[src/hw/rtl/sfr_pkg.sv]
// Shared types and constants for the serial frame receiver.
package sfr_pkg;

	localparam int PLEN_W = 7;

	localparam logic [7:0] HDR_FIRST    = 8'h55;
	localparam logic [7:0] HDR_SECOND   = 8'h00;
	localparam logic [7:0] TRL_FIRST    = 8'h00;
	localparam logic [7:0] TRL_SECOND   = 8'hAA;
	localparam logic [7:0] MIN_LEN      = 8'd9;
	localparam logic [7:0] LEN_OVERHEAD = 8'd8;

	typedef enum logic [3:0] {
		PH_HUNT   = 4'd0,
		PH_HDR2   = 4'd1,
		PH_LEN    = 4'd2,
		PH_TYPE   = 4'd3,
		PH_ADDR   = 4'd4,
		PH_DATA   = 4'd5,
		PH_CHECK  = 4'd6,
		PH_TRAIL1 = 4'd7,
		PH_TRAIL2 = 4'd8
	} phase_t;

	typedef enum logic [1:0] {
		ST_GOOD     = 2'd0,
		ST_CHECKSUM = 2'd1,
		ST_TRAILER  = 2'd2,
		ST_LENGTH   = 2'd3
	} status_t;

	typedef enum logic [1:0] {
		EM_IDLE = 2'd0,
		EM_READ = 2'd1,
		EM_LOAD = 2'd2,
		EM_SHOW = 2'd3
	} emit_t;

	typedef struct packed {
		status_t             status;
		logic [7:0]          ftype;
		logic [7:0]          faddr;
		logic [PLEN_W-1:0]   plen;
	} job_t;

endpackage

[src/hw/rtl/sfr_ram.sv]
// Generic single-write, single-read RAM with registered read data.
module sfr_ram #(
	parameter int WIDTH = 8,
	parameter int DEPTH = 32
) (
	input  logic                                      clk,
	input  logic                                      we,
	input  logic [((DEPTH > 1) ? $clog2(DEPTH) : 1)-1:0] waddr,
	input  logic [WIDTH-1:0]                          wdata,
	input  logic [((DEPTH > 1) ? $clog2(DEPTH) : 1)-1:0] raddr,
	output logic [WIDTH-1:0]                          rdata
);

	logic [WIDTH-1:0] mem_q [DEPTH];
	logic [WIDTH-1:0] rdata_q;

	always_ff @(posedge clk) begin
		if (we) begin
			mem_q[waddr] <= wdata;
		end
		rdata_q <= mem_q[raddr];
	end

	assign rdata = rdata_q;

endmodule

[src/hw/rtl/sfr_front.sv]
// Frame parser: hunts the header, checks length, checksum and trailer, stores payload.
module sfr_front #(
	parameter int MAX_PAYLOAD = 32
) (
	input  logic                                                  clk,
	input  logic                                                  arst_n,
	input  logic                                                  byte_valid,
	output logic                                                  byte_stall,
	input  logic [7:0]                                            rx_byte,
	output logic                                                  wr_en,
	output logic [((MAX_PAYLOAD > 1) ? $clog2(MAX_PAYLOAD) : 1)-1:0] wr_addr,
	output logic [7:0]                                            wr_data,
	output logic                                                  push,
	output sfr_pkg::job_t                                         push_job,
	input  logic                                                  q_full,
	input  logic                                                  good_done
);

	import sfr_pkg::*;

	localparam int AddrW  = (MAX_PAYLOAD > 1) ? $clog2(MAX_PAYLOAD) : 1;
	localparam int LenMax = MAX_PAYLOAD + 8;

	phase_t     phase_q, phase_d;
	logic [7:0] len_q, len_d;
	logic [7:0] type_q, type_d;
	logic [7:0] addr_q, addr_d;
	logic [5:0] cnt_q, cnt_d;
	logic [7:0] sum_q, sum_d;
	logic       good_q;
	logic       acc;
	logic [7:0] plen;
	logic [5:0] cnt_inc;

	assign plen    = (len_q >= LEN_OVERHEAD) ? (len_q - LEN_OVERHEAD) : 8'd0;
	assign cnt_inc = cnt_q + 6'd1;

	assign byte_stall = ((phase_q == PH_DATA) && good_q) ||
		(q_full && (phase_q inside {PH_LEN, PH_CHECK, PH_TRAIL1, PH_TRAIL2}));
	assign acc = byte_valid && !byte_stall;

	assign wr_addr = cnt_q[AddrW-1:0];
	assign wr_data = rx_byte;

	always_comb begin
		phase_d  = phase_q;
		len_d    = len_q;
		type_d   = type_q;
		addr_d   = addr_q;
		cnt_d    = cnt_q;
		sum_d    = sum_q;
		push     = 1'b0;
		push_job = '0;
		wr_en    = 1'b0;
		if (acc) begin
			case (phase_q)
				PH_HDR2: begin
					phase_d = (rx_byte == HDR_SECOND) ? PH_LEN : PH_HUNT;
				end
				PH_LEN: begin
					len_d = rx_byte;
					if ((rx_byte < MIN_LEN) || ({1'b0, rx_byte} > 9'(LenMax))) begin
						push            = 1'b1;
						push_job.status = ST_LENGTH;
					end else begin
						phase_d = PH_TYPE;
					end
				end
				PH_TYPE: begin
					type_d  = rx_byte;
					phase_d = PH_ADDR;
				end
				PH_ADDR: begin
					addr_d  = rx_byte;
					cnt_d   = 6'd0;
					sum_d   = len_q + type_q + rx_byte;
					phase_d = PH_DATA;
				end
				PH_DATA: begin
					wr_en = ({1'b0, cnt_q} < 7'(MAX_PAYLOAD));
					sum_d = sum_q + rx_byte;
					cnt_d = cnt_inc;
					if ({2'b00, cnt_inc} >= plen) begin
						phase_d = PH_CHECK;
					end
				end
				PH_CHECK: begin
					if (rx_byte != ~sum_q) begin
						push            = 1'b1;
						push_job.status = ST_CHECKSUM;
					end else begin
						phase_d = PH_TRAIL1;
					end
				end
				PH_TRAIL1: begin
					if (rx_byte != TRL_FIRST) begin
						push            = 1'b1;
						push_job.status = ST_TRAILER;
					end else begin
						phase_d = PH_TRAIL2;
					end
				end
				PH_TRAIL2: begin
					push = 1'b1;
					if (rx_byte != TRL_SECOND) begin
						push_job.status = ST_TRAILER;
					end else begin
						push_job.status = ST_GOOD;
						push_job.ftype  = type_q;
						push_job.faddr  = addr_q;
						push_job.plen   = plen[PLEN_W-1:0];
						phase_d         = PH_HUNT;
					end
				end
				default: begin
					phase_d = (rx_byte == HDR_FIRST) ? PH_HDR2 : PH_HUNT;
				end
			endcase
			// drop the frame on any fault
			if (push && (push_job.status != ST_GOOD)) begin
				phase_d = PH_HUNT;
				len_d   = 8'd0;
				addr_d  = 8'd0;
				cnt_d   = 6'd0;
				sum_d   = 8'd0;
			end
		end
	end

	always_ff @(posedge clk or negedge arst_n) begin
		if (!arst_n) begin
			phase_q <= PH_HUNT;
		end else begin
			phase_q <= phase_d;
		end
	end

	always_ff @(posedge clk or negedge arst_n) begin
		if (!arst_n) begin
			len_q  <= 8'd0;
			type_q <= 8'd0;
			addr_q <= 8'd0;
			cnt_q  <= 6'd0;
			sum_q  <= 8'd0;
			good_q <= 1'b0;
		end else begin
			len_q  <= len_d;
			type_q <= type_d;
			addr_q <= addr_d;
			cnt_q  <= cnt_d;
			sum_q  <= sum_d;
			if (push && (push_job.status == ST_GOOD)) begin
				good_q <= 1'b1;
			end else if (good_done) begin
				good_q <= 1'b0;
			end
		end
	end

`ifndef SYNTHESIS
	a_no_overwrite: assert property (@(posedge clk) disable iff (!arst_n)
		wr_en |-> !good_q)
		else $error("payload store written while a good frame is still pending");
`endif

endmodule

[src/hw/rtl/sfr_queue.sv]
// Two-entry job queue between the parser and the result emitter.
module sfr_queue (
	input  logic          clk,
	input  logic          arst_n,
	input  logic          push,
	input  sfr_pkg::job_t push_job,
	output logic          full,
	input  logic          pop,
	output logic          not_empty,
	output sfr_pkg::job_t head
);

	import sfr_pkg::*;

	localparam int Depth = 2;
	localparam int PtrW  = $clog2(Depth);
	localparam int CntW  = $clog2(Depth + 1);

	job_t            mem_q [Depth];
	logic [PtrW-1:0] wr_ptr_q;
	logic [PtrW-1:0] rd_ptr_q;
	logic [CntW-1:0] cnt_q;

	assign full      = (cnt_q == CntW'(Depth));
	assign not_empty = (cnt_q != '0);
	assign head      = mem_q[rd_ptr_q];

	always_ff @(posedge clk) begin
		if (push) begin
			mem_q[wr_ptr_q] <= push_job;
		end
	end

	always_ff @(posedge clk or negedge arst_n) begin
		if (!arst_n) begin
			wr_ptr_q <= '0;
			rd_ptr_q <= '0;
			cnt_q    <= '0;
		end else begin
			if (push) begin
				wr_ptr_q <= wr_ptr_q + 1'b1;
			end
			if (pop) begin
				rd_ptr_q <= rd_ptr_q + 1'b1;
			end
			if (push && !pop) begin
				cnt_q <= cnt_q + 1'b1;
			end else if (pop && !push) begin
				cnt_q <= cnt_q - 1'b1;
			end
		end
	end

`ifndef SYNTHESIS
	a_no_overflow: assert property (@(posedge clk) disable iff (!arst_n)
		push |-> !full)
		else $error("job pushed into a full queue");
	a_no_underflow: assert property (@(posedge clk) disable iff (!arst_n)
		pop |-> not_empty)
		else $error("job popped from an empty queue");
`endif

endmodule

[src/hw/rtl/sfr_back.sv]
// Result emitter: turns queued jobs into status beats or payload runs.
module sfr_back #(
	parameter int MAX_PAYLOAD = 32
) (
	input  logic                                                  clk,
	input  logic                                                  arst_n,
	input  logic                                                  q_valid,
	input  sfr_pkg::job_t                                         q_job,
	output logic                                                  q_pop,
	output logic [((MAX_PAYLOAD > 1) ? $clog2(MAX_PAYLOAD) : 1)-1:0] rd_addr,
	input  logic [7:0]                                            rd_data,
	output logic                                                  good_done,
	output logic                                                  res_valid,
	input  logic                                                  res_stall,
	output logic [1:0]                                            status,
	output logic [7:0]                                            frame_type,
	output logic [7:0]                                            frame_addr,
	output logic [5:0]                                            payload_len,
	output logic [4:0]                                            byte_index,
	output logic [7:0]                                            payload_byte,
	output logic                                                  last
);

	import sfr_pkg::*;

	localparam int AddrW = (MAX_PAYLOAD > 1) ? $clog2(MAX_PAYLOAD) : 1;

	emit_t             state_q, state_d;
	logic [PLEN_W-1:0] k_q;
	job_t              job_q;
	logic              valid_q;
	status_t           status_q;
	logic [7:0]        type_q;
	logic [7:0]        addr_q;
	logic [5:0]        plen_q;
	logic [4:0]        idx_q;
	logic [7:0]        data_q;
	logic              last_q;
	logic              load_err;
	logic              load_good;
	logic              take;
	logic              k_adv;

	assign rd_addr = k_q[AddrW-1:0];

	always_comb begin
		state_d   = state_q;
		q_pop     = 1'b0;
		good_done = 1'b0;
		load_err  = 1'b0;
		load_good = 1'b0;
		take      = 1'b0;
		k_adv     = 1'b0;
		case (state_q)
			EM_IDLE: begin
				if (q_valid) begin
					q_pop = 1'b1;
					if (q_job.status != ST_GOOD) begin
						load_err = 1'b1;
						state_d  = EM_SHOW;
					end else begin
						state_d = EM_READ;
					end
				end
			end
			EM_READ: begin
				state_d = EM_LOAD;
			end
			EM_LOAD: begin
				load_good = 1'b1;
				state_d   = EM_SHOW;
			end
			EM_SHOW: begin
				if (!res_stall) begin
					take = 1'b1;
					if (last_q) begin
						good_done = (status_q == ST_GOOD);
						state_d   = EM_IDLE;
					end else begin
						k_adv   = 1'b1;
						state_d = EM_READ;
					end
				end
			end
			default: begin
				state_d = EM_IDLE;
			end
		endcase
	end

	always_ff @(posedge clk or negedge arst_n) begin
		if (!arst_n) begin
			state_q <= EM_IDLE;
		end else begin
			state_q <= state_d;
		end
	end

	always_ff @(posedge clk or negedge arst_n) begin
		if (!arst_n) begin
			valid_q <= 1'b0;
			k_q     <= '0;
		end else begin
			if (load_err || load_good) begin
				valid_q <= 1'b1;
			end else if (take) begin
				valid_q <= 1'b0;
			end
			if (q_pop) begin
				k_q <= '0;
			end else if (k_adv) begin
				k_q <= k_q + 1'b1;
			end
		end
	end

	always_ff @(posedge clk) begin
		if (q_pop) begin
			job_q <= q_job;
		end
		if (load_err) begin
			status_q <= q_job.status;
			type_q   <= 8'd0;
			addr_q   <= 8'd0;
			plen_q   <= 6'd0;
			idx_q    <= 5'd0;
			data_q   <= 8'd0;
			last_q   <= 1'b1;
		end else if (load_good) begin
			status_q <= ST_GOOD;
			type_q   <= job_q.ftype;
			addr_q   <= job_q.faddr;
			plen_q   <= job_q.plen[5:0];
			idx_q    <= k_q[4:0];
			data_q   <= rd_data;
			last_q   <= (PLEN_W'(k_q + 1'b1) == job_q.plen);
		end
	end

	assign res_valid    = valid_q;
	assign status       = status_q;
	assign frame_type   = type_q;
	assign frame_addr   = addr_q;
	assign payload_len  = plen_q;
	assign byte_index   = idx_q;
	assign payload_byte = data_q;
	assign last         = last_q;

`ifndef SYNTHESIS
	a_fault_beat: assert property (@(posedge clk) disable iff (!arst_n)
		(valid_q && (status_q != ST_GOOD)) |-> (last_q && (plen_q == 6'd0) && (data_q == 8'd0)))
		else $error("status beat is not a single zeroed beat");
	a_run_end: assert property (@(posedge clk) disable iff (!arst_n)
		(valid_q && (status_q == ST_GOOD) && last_q) |-> (idx_q == 5'(plen_q - 6'd1)))
		else $error("payload run ends at the wrong index");
`endif

endmodule

[src/hw/rtl/serial_frame_receiver.sv]
// Top level of the serial frame receiver.
// Takes one received serial byte per beat and parses frames of the form 0x55 0x00, length,
// type, address, length-8 payload bytes, checksum, 0x00 0xAA. The parser takes a byte every
// cycle; it holds off a payload byte only while the previous good frame is still queued or
// being sent out, and a length, checksum or trailer byte only while its two-entry job queue
// is full. A good frame comes out as a run of one beat per payload byte, each beat passing
// through payload store read, output load and presentation, plus any output stall; a fault
// gives a single status beat once its job has passed the queue and the output registers,
// and hunting for the next header resumes at once.
module serial_frame_receiver #(
	parameter int MAX_PAYLOAD = 32
) (
	input  logic       clk,
	input  logic       arst_n,
	input  logic       byte_valid,
	output logic       byte_stall,
	input  logic [7:0] rx_byte,
	output logic       res_valid,
	input  logic       res_stall,
	output logic [1:0] status,
	output logic [7:0] frame_type,
	output logic [7:0] frame_addr,
	output logic [5:0] payload_len,
	output logic [4:0] byte_index,
	output logic [7:0] payload_byte,
	output logic       last
);

	import sfr_pkg::*;

	localparam int AddrW = (MAX_PAYLOAD > 1) ? $clog2(MAX_PAYLOAD) : 1;

	logic             wr_en;
	logic [AddrW-1:0] wr_addr;
	logic [7:0]       wr_data;
	logic [AddrW-1:0] rd_addr;
	logic [7:0]       rd_data;
	logic             push;
	job_t             push_job;
	logic             q_full;
	logic             q_pop;
	logic             q_valid;
	job_t             q_head;
	logic             good_done;

	sfr_front #(
		.MAX_PAYLOAD(MAX_PAYLOAD)
	) u_front (
		.clk        (clk),
		.arst_n     (arst_n),
		.byte_valid (byte_valid),
		.byte_stall (byte_stall),
		.rx_byte    (rx_byte),
		.wr_en      (wr_en),
		.wr_addr    (wr_addr),
		.wr_data    (wr_data),
		.push       (push),
		.push_job   (push_job),
		.q_full     (q_full),
		.good_done  (good_done)
	);

	sfr_ram #(
		.WIDTH(8),
		.DEPTH(MAX_PAYLOAD)
	) u_store (
		.clk   (clk),
		.we    (wr_en),
		.waddr (wr_addr),
		.wdata (wr_data),
		.raddr (rd_addr),
		.rdata (rd_data)
	);

	sfr_queue u_queue (
		.clk       (clk),
		.arst_n    (arst_n),
		.push      (push),
		.push_job  (push_job),
		.full      (q_full),
		.pop       (q_pop),
		.not_empty (q_valid),
		.head      (q_head)
	);

	sfr_back #(
		.MAX_PAYLOAD(MAX_PAYLOAD)
	) u_back (
		.clk          (clk),
		.arst_n       (arst_n),
		.q_valid      (q_valid),
		.q_job        (q_head),
		.q_pop        (q_pop),
		.rd_addr      (rd_addr),
		.rd_data      (rd_data),
		.good_done    (good_done),
		.res_valid    (res_valid),
		.res_stall    (res_stall),
		.status       (status),
		.frame_type   (frame_type),
		.frame_addr   (frame_addr),
		.payload_len  (payload_len),
		.byte_index   (byte_index),
		.payload_byte (payload_byte),
		.last         (last)
	);

endmodule

[config.mk]
export PLATFORM = sky130hd
export DESIGN_NAME = serial_frame_receiver
export DESIGN_NICKNAME = d
export VERILOG_FILES = /design/src/hw/rtl/sfr_pkg.sv /design/src/hw/rtl/sfr_ram.sv /design/src/hw/rtl/sfr_front.sv /design/src/hw/rtl/sfr_queue.sv /design/src/hw/rtl/sfr_back.sv /design/src/hw/rtl/serial_frame_receiver.sv
export SDC_FILE = /design/constraint.sdc
export NUM_CORES = 1
export LEC_CHECK = 0
export ABC_AREA = 1
export ABC_CLOCK_PERIOD_IN_PS = 4000
export BUFFER_PORTS_ARGS = -buffer_cell sky130_fd_sc_hd__buf_2
export CAP_MARGIN = 15
export CORE_AREA = 5 5 239 241
export DETAILED_ROUTE_END_ITERATION = 10
export DIE_AREA = 0 0 244 246
export PLACE_DENSITY = 0.57
export SYNTH_ARGS = -nofsm -noshare
export SYNTH_HDL_FRONTEND = slang
export SYNTH_SLANG_ARGS = --single-unit
[constraint.sdc]
create_clock -name clk -period 4 [get_ports clk]
set_input_delay 0.4 -clock clk [delete_from_list [all_inputs] [get_ports clk]]
set_output_delay 0.4 -clock clk [all_outputs]
set_load 0.02 [all_outputs]
==> out/qor.csv, run 1 <==
metric,value,unit
outcome,"finished, final reports clean",
Worst EP arrival,3.20,ns
initial antenna violation count,1,
Total Routing Usage GR,15.6,%
share of cells above drive strength 1,11.5,%
Final ANT Viol Nets,0,
"Hold Vio Cnt, Final",0,
# port buffers,51,
top-area cell type share of the netlist area,52.6,%
ant diodes,0,
Post-CTS Resized,0,
final setup violation count,0,
max-slew violations,0,
I/O pins,52,
Initial Util,34.6,%
clock sink total,432,
core area,54700,µm²
Skew-Pair Late Insertion Delay,0.57,ns
TritonCTS clock tree,built,
Leak,8.61,nW
HPWL Detailed,30.9,mm
Critical Path RT,4.19,ns
Post-CTS Setup Inserts,0,
TritonCTS Buffers,45,
routed vias,12900,
Max VDD drop,0.000477,V
cell area after synthesis,18900,µm²
vias per inst,5.00,
"Max FO, Critical Path",32,
htree depth,2,
total of max-cap violations,0,
Cell Rows,86,
"EDFF count, synth",331,
ys flop type,edfxtp_1,
Final Critical Period,3.02,ns
Area contributors post-synth,"edfxtp_1, nand2_1, dfrtp_1, dfxtp_1, o21ai_0",
Nets,1898,
Hold Crit Class,input port to flop,
starting DRC count in detailed routing,1172,
Startpoint Class,flop,
Die Area,60000,µm²
critical path type,flop to flop,
Die H,246,µm
Overflow after GRT,0,
GPL Wtd Cong,0.848,
Synth-to-Final Area Change,13.8,%
Rel. slew slack,23.9,%
Syn Nets,1834,
Post-Syn Instances,1784,
"Hold-fix buffers, CTS",1,
number of remaining DRC errors,0,
RSZ-0062 raised after global routing,no,
largest net degree at the start of global routing,135,
clk buf depth,3,
Synth Register Bits,432,
die width,244,µm
Mean Syn Cell Area,10.6,µm²
"Async S/R FF share, synth",13.2,%
clk root buf,clkbuf_16,
post-synth top area cell,edfxtp_1,
Worst Setup End Kind,flop,
global-route wire length before repair,74.2,mm
Max Clk Rate,0.331,GHz
drt pass-1 iters,5,
CTS clock-pin slew for the worst setup and hold paths,0.06,ns
worst slew pin tran,1.13,ns
post-synthesis sequential area ratio,64.8,%
Synthesis Warnings,0,
Final Cycle Share,75.5,%
Setup TNS,0,ns
vias in the first global route,12700,
Netlist cell types,46,
Final Core Density,39.4,%
Routed Wire Length,47.0,mm
DR WL/cell,18.2,µm
clk_skew,0.0167,ns
Pwr Density,590,nW/µm²
-- logic make-up (layout without fill, tap and decap cells) --
| group | Yosys count | count (layout) | share of synthesized area [%] |
|---|---|---|---|
| simple gates | 776 | 776 | 17.1 |
| flops | 432 | 432 | 64.8 |
| xor+xnor | 22 | 22 | 1.06 |
| compound gates | 281 | 281 | 8.85 |
| fa+ha+maj | 38 | 38 | 2.87 |
| buf+inv | 235 | 335 | 5.39 |
-- report_power, final --
| part | total (mW) | internal (mW) | switching, mW | leakage [nW] |
|---|---|---|---|---|
| combinational | 3.09 | 0.914 | 2.17 | 3.74 |
| sequential | 5.44 | 5.24 | 0.193 | 4.13 |
| clock | 4.18 | 2.48 | 1.71 | 0.741 |
-- worst paths after layout --
path,cells past startpoint,to,slack (ns),start
min in group asynchronous,2,u_back.k_q[6],0.50,arst_n
max in group asynchronous,3,u_front.sum_q[5],2.61,arst_n
max reg2reg,8,u_store.mem_q[13][4],0.98,u_front.phase_q[1]
max,8,u_store.mem_q[13][4],0.98,u_front.phase_q[1]
min reg2reg,2,u_queue.wr_ptr_q,0.47,u_queue.wr_ptr_q
min,3,u_back.res_valid,0.17,res_stall
-- cell usage in the layout, fill, tap and decap left out, types with 2 or more instances in the layout --
cell / n
clkbuf_16: 48
nor3_1: 46
edfxtp_1: 331
o21ai_0: 159
buf_4: 53
nor2_1: 202
nand2_2: 3
clkinv_4: 2
inv_1: 127
a21oi_1: 26
o211ai_1: 4
clkinv_1: 9
nor2_4: 2
nand2_1: 416
nand3_4: 4
clkbuf_8: 12
o22ai_1: 15
o221ai_1: 52
xnor2_1: 5
nand4_1: 11
clkbuf_1: 9
a21o_1: 2
ha_1: 29
o21a_1: 3
clkinv_2: 6
nand3_1: 77
buf_2: 52
o21ai_1: 11
dfxtp_1: 44
inv_2: 11
or2_2: 2
nand3b_1: 2
nand2_4: 2
dfrtp_1: 56
nand3_2: 2
xor2_1: 16
nor2_2: 3
o21ai_2: 6
fa_1: 9
-- critical path: stages, from the launching register on --
cell     delay (ns)
dfrtp_1        0.44
inv_1          0.12
nand3_2        0.24
inv_2          0.18
nand2_1        0.16
nand3_4        0.15
inv_8          0.18
nand2_4        0.21
nor3_1         0.92
-- layer usage --
layer	global-route usage [%]	vias to the layer above	wire length (µm)
met1	21.8	6300	22000
met5	0	-	0
met4	4.83	0	1190
li1	-	6259	-
met2	25.5	302	21800
met3	2.05	74	2040
-- cell usage after synthesis (all sizes together) (2+ instances only) --
master	instances
ha	29
o221ai	52
clkinv	5
xnor2	5
o211ai	4
inv	140
dfxtp	44
or2	3
a21oi	27
clkbuf	56
o22ai	15
dfrtp	57
nand3b	2
edfxtp	331
a21o	2
o21a	3
o21ai	176
nand3	83
nor3	46
nor2	207
nand2	421
buf	34
nand4	12
xor2	17
fa	9
-- sequential cells by signal, summed over array words and instances (netlist names), 2 cells and up --
| register | cells |
|---|---|
| u_back.k_q | 7 |
| u_front.addr_q | 8 |
| u_back.payload_byte | 8 |
| u_store.mem_q | 256 |
| u_queue.mem_q | 50 |
| u_back.status | 2 |
| u_front.sum_q | 8 |
| u_back.state_q | 2 |
| u_store.rdata | 8 |
| u_back.frame_addr | 8 |
| u_front.phase_q | 4 |
| u_front.cnt_q | 6 |
| u_front.len_q | 8 |
| u_queue.cnt_q | 2 |
| u_back.job_q | 23 |
| u_front.type_q | 8 |
| u_back.byte_index | 5 |
| u_back.frame_type | 8 |
| u_back.payload_len | 6 |
-- metrics by stage --
stage | cells | cell area [µm²] | hold slack, ns | power (mW) | setup slack, ns
6_report | 2588 | 21500 | 0.165 | 12.7 | 0.981
3_5_place_dp | 2503 | 20000 | 0.458 | 8.64 | 0.964
5_1_grt | 2588 | 21500 | 0.162 | 13.5 | 0.727
2_1_floorplan | 1784 | 18900 | 0.104 | 7.63 | 1.14
4_1_cts | 2587 | 21500 | 0.120 | 12.8 | 0.940
3_3_place_gp | 2503 | 20000 | 0.462 | 8.59 | 1.04
-- cell type report --
cell class	count	area [µm²]
clock buffers	69	1400
clock inverters	14	104
fillers	5277	33100
inverters	145	553
multi-input cells	1117	5650
flip-flops and latches	432	12300
well taps	704	881
repair buffers	107	688
No activity file was read; power rests on OpenSTA's default activity.
==> run 2: changes to the inputs <==
--- a/config.mk
+++ b/config.mk
@@ -6,7 +6,7 @@
 export NUM_CORES = 1
 export LEC_CHECK = 0
 export ABC_AREA = 1
-export ABC_CLOCK_PERIOD_IN_PS = 4000
+export ABC_CLOCK_PERIOD_IN_PS = 3000
 export BUFFER_PORTS_ARGS = -buffer_cell sky130_fd_sc_hd__buf_2
 export CAP_MARGIN = 15
 export CORE_AREA = 5 5 239 241
==> constraint.sdc (replaced) <==
create_clock -name clk -period 3 [get_ports clk]
set_input_delay 0.3 -clock clk [delete_from_list [all_inputs] [get_ports clk]]
set_output_delay 0.3 -clock clk [all_outputs]
set_load 0.02 [all_outputs]
==> run 2 against run 1 <==
  * Die area is the same
  * Final area grew 1.0%
  * Fmax rose by 12%
  * Critical path depth increased by 3
  * Clock-buffer cell count is 3 lower
  * Largest power group unchanged
==> out/qor.csv, run 2 (synthesis results as in run 1) <==
metric,value,unit
share of cells above drive strength 1,12.3,%
HPWL Detailed,31.4,mm
Final Cycle Share,89.6,%
RSZ-0062 raised after global routing,no,
largest net degree at the start of global routing,107,
GPL Wtd Cong,0.848,
Die Area,60000,µm²
clk_skew,0.0218,ns
final worst slack,0.312,ns
"Hold-fix buffers, CTS",1,
routed vias,13000,
CTS clock-pin slew for the worst setup and hold paths,0.06,ns
Routed Wire Length,48.0,mm
die width,244,µm
Setup TNS,0,ns
initial antenna violation count,0,
Die H,246,µm
DR WL/cell,18.4,µm
Synth-to-Final Area Change,15.0,%
ant diodes,0,
Biggest register,u_store.mem_q,
worst r2r src,u_front.cnt_q[0],
Startpoint Class,flop,
busiest grt layer,met2,
vias per inst,4.99,
Final Power,17.3,mW
Final Critical Period,2.69,ns
met3 usage,2.87,%
"Max FO, Critical Path",9,
M2 GR Usage,25.3,%
DP Area,20200,µm²
critical path type,flop to flop,
met1 Track Usage GR,22.1,%
Pwr Density,796,nW/µm²
global-route wire length before repair,74.9,mm
pre-CTS setup slack,0.372,ns
I/O pins,52,
WHS,0.0701,ns
max-slew violations,0,
"commonest non-fill, non-tap cell in the layout",nand2_1,
Critical Path RT,3.51,ns
drt pass-1 iters,5,
clk buf depth,3,
total of max-cap violations,0,
TritonCTS clock tree,built,
"non-filler cells, final",2607,
# port buffers,51,
Overflow after GRT,0,
fin area,21800,µm²
biggest registers after layout,"u_store.mem_q (256), u_queue.mem_q (50), u_back.job_q (23)",
hold path startpoint,res_stall,
Largest register FFs,256,
Cell Rows,86,
Leak,8.73,nW
Hold Crit Class,input port to flop,
vias in the first global route,12700,
number of remaining DRC errors,0,
Nets,1918,
Total Routing Usage GR,15.9,%
clk root buf,clkbuf_16,
Final Core Density,39.8,%
Worst setup startpoint,u_front.cnt_q[0],
Max VDD drop,0.000395,V
core area,54700,µm²
Post-CTS Resized,0,
Worst Setup End Kind,flop,
most frequent cells in the layout,"nand2_1, edfxtp_1, nor2_1, o21ai_0, inv_1",
TritonCTS Buffers,47,
starting DRC count in detailed routing,1047,
Skew-Pair Late Insertion Delay,0.58,ns
Final ANT Viol Nets,0,
"Hold Vio Cnt, Final",0,
Post-CTS Setup Inserts,0,
post-placement cell count,2519,
worst slew pin tran,1.18,ns
final setup violation count,0,
Rel. slew slack,21.0,%
htree depth,2,
clock sink total,432,
Max Clk Rate,0.372,GHz
Worst EP arrival,3.20,ns
Initial Util,34.6,%
outcome,"finished, final reports clean",
[run 2: changes by cell type in the layout (fill, tap and decap cells not counted), moves of 3 or more]
cell / change
buf_4: +14
clkbuf_4: +4
clkbuf_1: +3
clkbuf_8: -8
bufinv_16: +4
[run 2: worst max-delay path, stage by stage, from the launching register on]
cell	delay [ns]
dfrtp_1	0.45
ha_1	0.23
clkinv_1	0.31
o21ai_0	0.49
ha_1	0.32
nand2_1	0.06
inv_1	0.05
nand3_1	0.07
nand4_1	0.28
nand2_1	0.23
nand2_1	0.08
nand2_1	0.06
[run 2: where the power goes]
part / internal (mW) / leakage [nW] / switching, mW
clock network: 3.53 / 0.758 / 2.33
logic: 1.27 / 3.84 / 2.90
registers: 7.00 / 4.13 / 0.282
total: 11.8 / 8.73 / 5.51
[run 2: path summary, 6_finish.rpt]
kind / endpoint / slack, ns / depth (start not counted)
max: u_front.phase_q[1] / 0.31 / 11
min: u_back.res_valid / 0.07 / 3
min reg2reg: u_queue.wr_ptr_q / 0.48 / 2
min in group asynchronous: u_back.state_q[1] / 0.27 / 2
max reg2reg: u_front.phase_q[1] / 0.31 / 11
max in group asynchronous: u_front.len_q[3] / 1.93 / 3
[run 2: final cells by class]
type,count,area (µm²)
clock buffer,66,1330
clock inverter,18,231
fill,5230,32900
inverter,145,553
multi-input combinational,1117,5650
sequential,432,12300
tap,704,881
timing repair buffer,125,851
[run 2: per-layer routing]
metal / wire (µm) / vias to the layer above
met4: 1480 / 0
met5: 0 / -
met2: 22200 / 321
met1: 21700 / 6300
met3: 2640 / 91
li1: - / 6286
==> run 3: changes to the inputs <==
--- a/config.mk
+++ b/config.mk
@@ -7,7 +7,7 @@
 export LEC_CHECK = 0
 export ABC_AREA = 1
 export ABC_CLOCK_PERIOD_IN_PS = 3000
-export BUFFER_PORTS_ARGS = -buffer_cell sky130_fd_sc_hd__buf_2
+export BUFFER_PORTS_ARGS = -buffer_cell sky130_fd_sc_hd__clkbuf_2
 export CAP_MARGIN = 15
 export CORE_AREA = 5 5 239 241
 export DETAILED_ROUTE_END_ITERATION = 10
==> run 3 against run 2 <==
  * Core utilization about the same
  * Non-clock buffer count increased by 7
  * Clock power decreased by 2%
  * Critical path depth unchanged
  * Global-route usage increased by 0.15 points
  * Combinational power about the same
  * Fmax increased by 4.6%
  * Sequential share of layout area about the same
  * Clock-buffer cell count decreased by 7
  * Critical path type unchanged
  * Largest cell class unchanged
==> out/qor.csv, run 3 (synthesis results as in run 1) <==
metric,value,unit
final setup violation count,0,
M2 GR Usage,25.7,%
outcome,"finished, final reports clean",
met1 Track Usage GR,22.5,%
worst path cell trace,"ha_1, clkinv_1, o21ai_0, ha_1, nand2_1, inv_1, nand3_1, nand4_1, nand2_1, nand2_1, nand2_1",
Overflow after GRT,0,
Rel. slew slack,45.8,%
Worst EP arrival,3.06,ns
ant diodes,0,
die width,244,µm
share of cells above drive strength 1,12.3,%
clk buf depth,3,
Final Core Density,39.8,%
Cell Rows,86,
Final ANT Viol Nets,0,
Largest register FFs,256,
Worst R2R Path Depth,11,
RSZ-0062 raised after global routing,no,
DR WL/cell,18.6,µm
Hold Crit Class,input port to flop,
global-route wire length before repair,75.7,mm
# port buffers,51,
slowest CP cell,dfrtp_1,
starting DRC count in detailed routing,956,
worst slew pin tran,0.813,ns
worst r2r src,u_front.cnt_q[0],
Total Routing Usage GR,16.0,%
Hold Path Cell Cnt,3,
core area,54700,µm²
hold path startpoint,res_stall,
Setup TNS,0,ns
largest net degree at the start of global routing,78,
number of remaining DRC errors,0,
vias per inst,5.02,
met3 usage,2.76,%
"Hold Vio Cnt, Final",0,
slowest cell delay on critical path,0.46,ns
max-slew violations,0,
"Max FO, Critical Path",9,
CTS clock-pin slew for the worst setup and hold paths,0.06,ns
clk_skew,0.0211,ns
Die Area,60000,µm²
TritonCTS Buffers,46,
biggest registers after layout,"u_store.mem_q (256), u_queue.mem_q (50), u_back.job_q (23)",
Post-CTS Setup Inserts,0,
Synth-to-Final Area Change,15.0,%
Biggest register,u_store.mem_q,
Die H,246,µm
clock sink total,432,
vias in the first global route,12700,
htree depth,2,
I/O pins,52,
cell repeated most along the worst path,nand2_1,
most frequent cells in the layout,"nand2_1, edfxtp_1, nor2_1, o21ai_0, inv_1",
Nets,1924,
Routed Wire Length,48.8,mm
"commonest non-fill, non-tap cell in the layout",nand2_1,
total of max-cap violations,0,
critical path type,flop to flop,
clk root buf,clkbuf_16,
initial antenna violation count,0,
GPL Wtd Cong,0.847,
Startpoint Class,flop,
HPWL Detailed,32.2,mm
Initial Util,34.6,%
Leak,8.73,nW
Final Critical Period,2.57,ns
Max Clk Rate,0.389,GHz
Worst Setup End Kind,flop,
Final Cycle Share,85.6,%
Max VDD drop,0.000379,V
Skew-Pair Late Insertion Delay,0.58,ns
drt pass-1 iters,5,
routed vias,13100,
Worst setup startpoint,u_front.cnt_q[0],
busiest grt layer,met2,
Critical Path RT,3.50,ns
Pwr Density,789,nW/µm²
TritonCTS clock tree,built,
run 3: cell count changes in the layout (fill, tap and decap cells not counted), sizes merged:
| cell | change |
|---|---|
| bufinv | +1 |
| clkbuf | +41 |
| clkinv | +8 |
| clkinvlp | -2 |
| inv | +1 |
| buf | -41 |
run 3: final cells by class:
class | count | area, µm²
clock buffer | 59 | 1230
clock inverter | 26 | 280
fill | 5229 | 32900
inverter | 145 | 553
multi-input combinational | 1117 | 5650
sequential | 432 | 12300
tap | 704 | 881
timing repair buffer | 132 | 901
run 3: power breakdown:
part	leakage, nW	switching, mW	internal (mW)
clock network	0.734	2.31	3.41
registers	4.13	0.301	7.00
logic	3.86	2.89	1.26
total	8.73	5.50	11.7
run 3: worst max-delay path, delay by kind of cell (launching register included):
| kind | cells | cell delay, ns |
|---|---|---|
| compound gates | 1 | 0.42 |
| fa+ha+maj | 2 | 0.54 |
| buf+inv | 2 | 0.33 |
| flops | 1 | 0.46 |
| simple gates | 6 | 0.75 |
run 3: final timing paths:
path	end	slack, ns
setup reg to reg	u_front.phase_q[2]	0.43
setup / recovery	u_front.phase_q[2]	0.43
min in group asynchronous	u_back.res_valid	0.47
max in group asynchronous	u_back.k_q[0]	1.94
hold reg to reg	u_queue.wr_ptr_q	0.48
hold / removal	u_back.res_valid	0.08
run 3: metal layers:
layer,vias to the layer above,share of wire (%)
li1,6306,-
met1,6343,45
met2,397,46
met3,77,5.8
met4,0,2.7
met5,-,0
run 3: what timing repair did:
| item | CTS | global route |
|---|---|---|
| endpoints found under the setup margin | 0 | 0 |
| gates resized for setup | 0 | 0 |
| hold buffers | 1 | 0 |
| hold endpoints to repair | 57 | 0 |
run 3: stage by stage:
stage	power (mW)	setup slack [ns]	instance area, µm²	instances	hold slack (ns)
finish	17.2	0.431	21700	2615	0.0800
global route	18.1	0.218	21700	2615	0.0885
CTS	17.3	0.394	21700	2614	0.0366
detailed placement	11.6	0.364	20200	2528	0.460
global placement	11.5	0.438	20200	2528	0.460
floorplan	10.2	0.187	18900	1784	0.00441
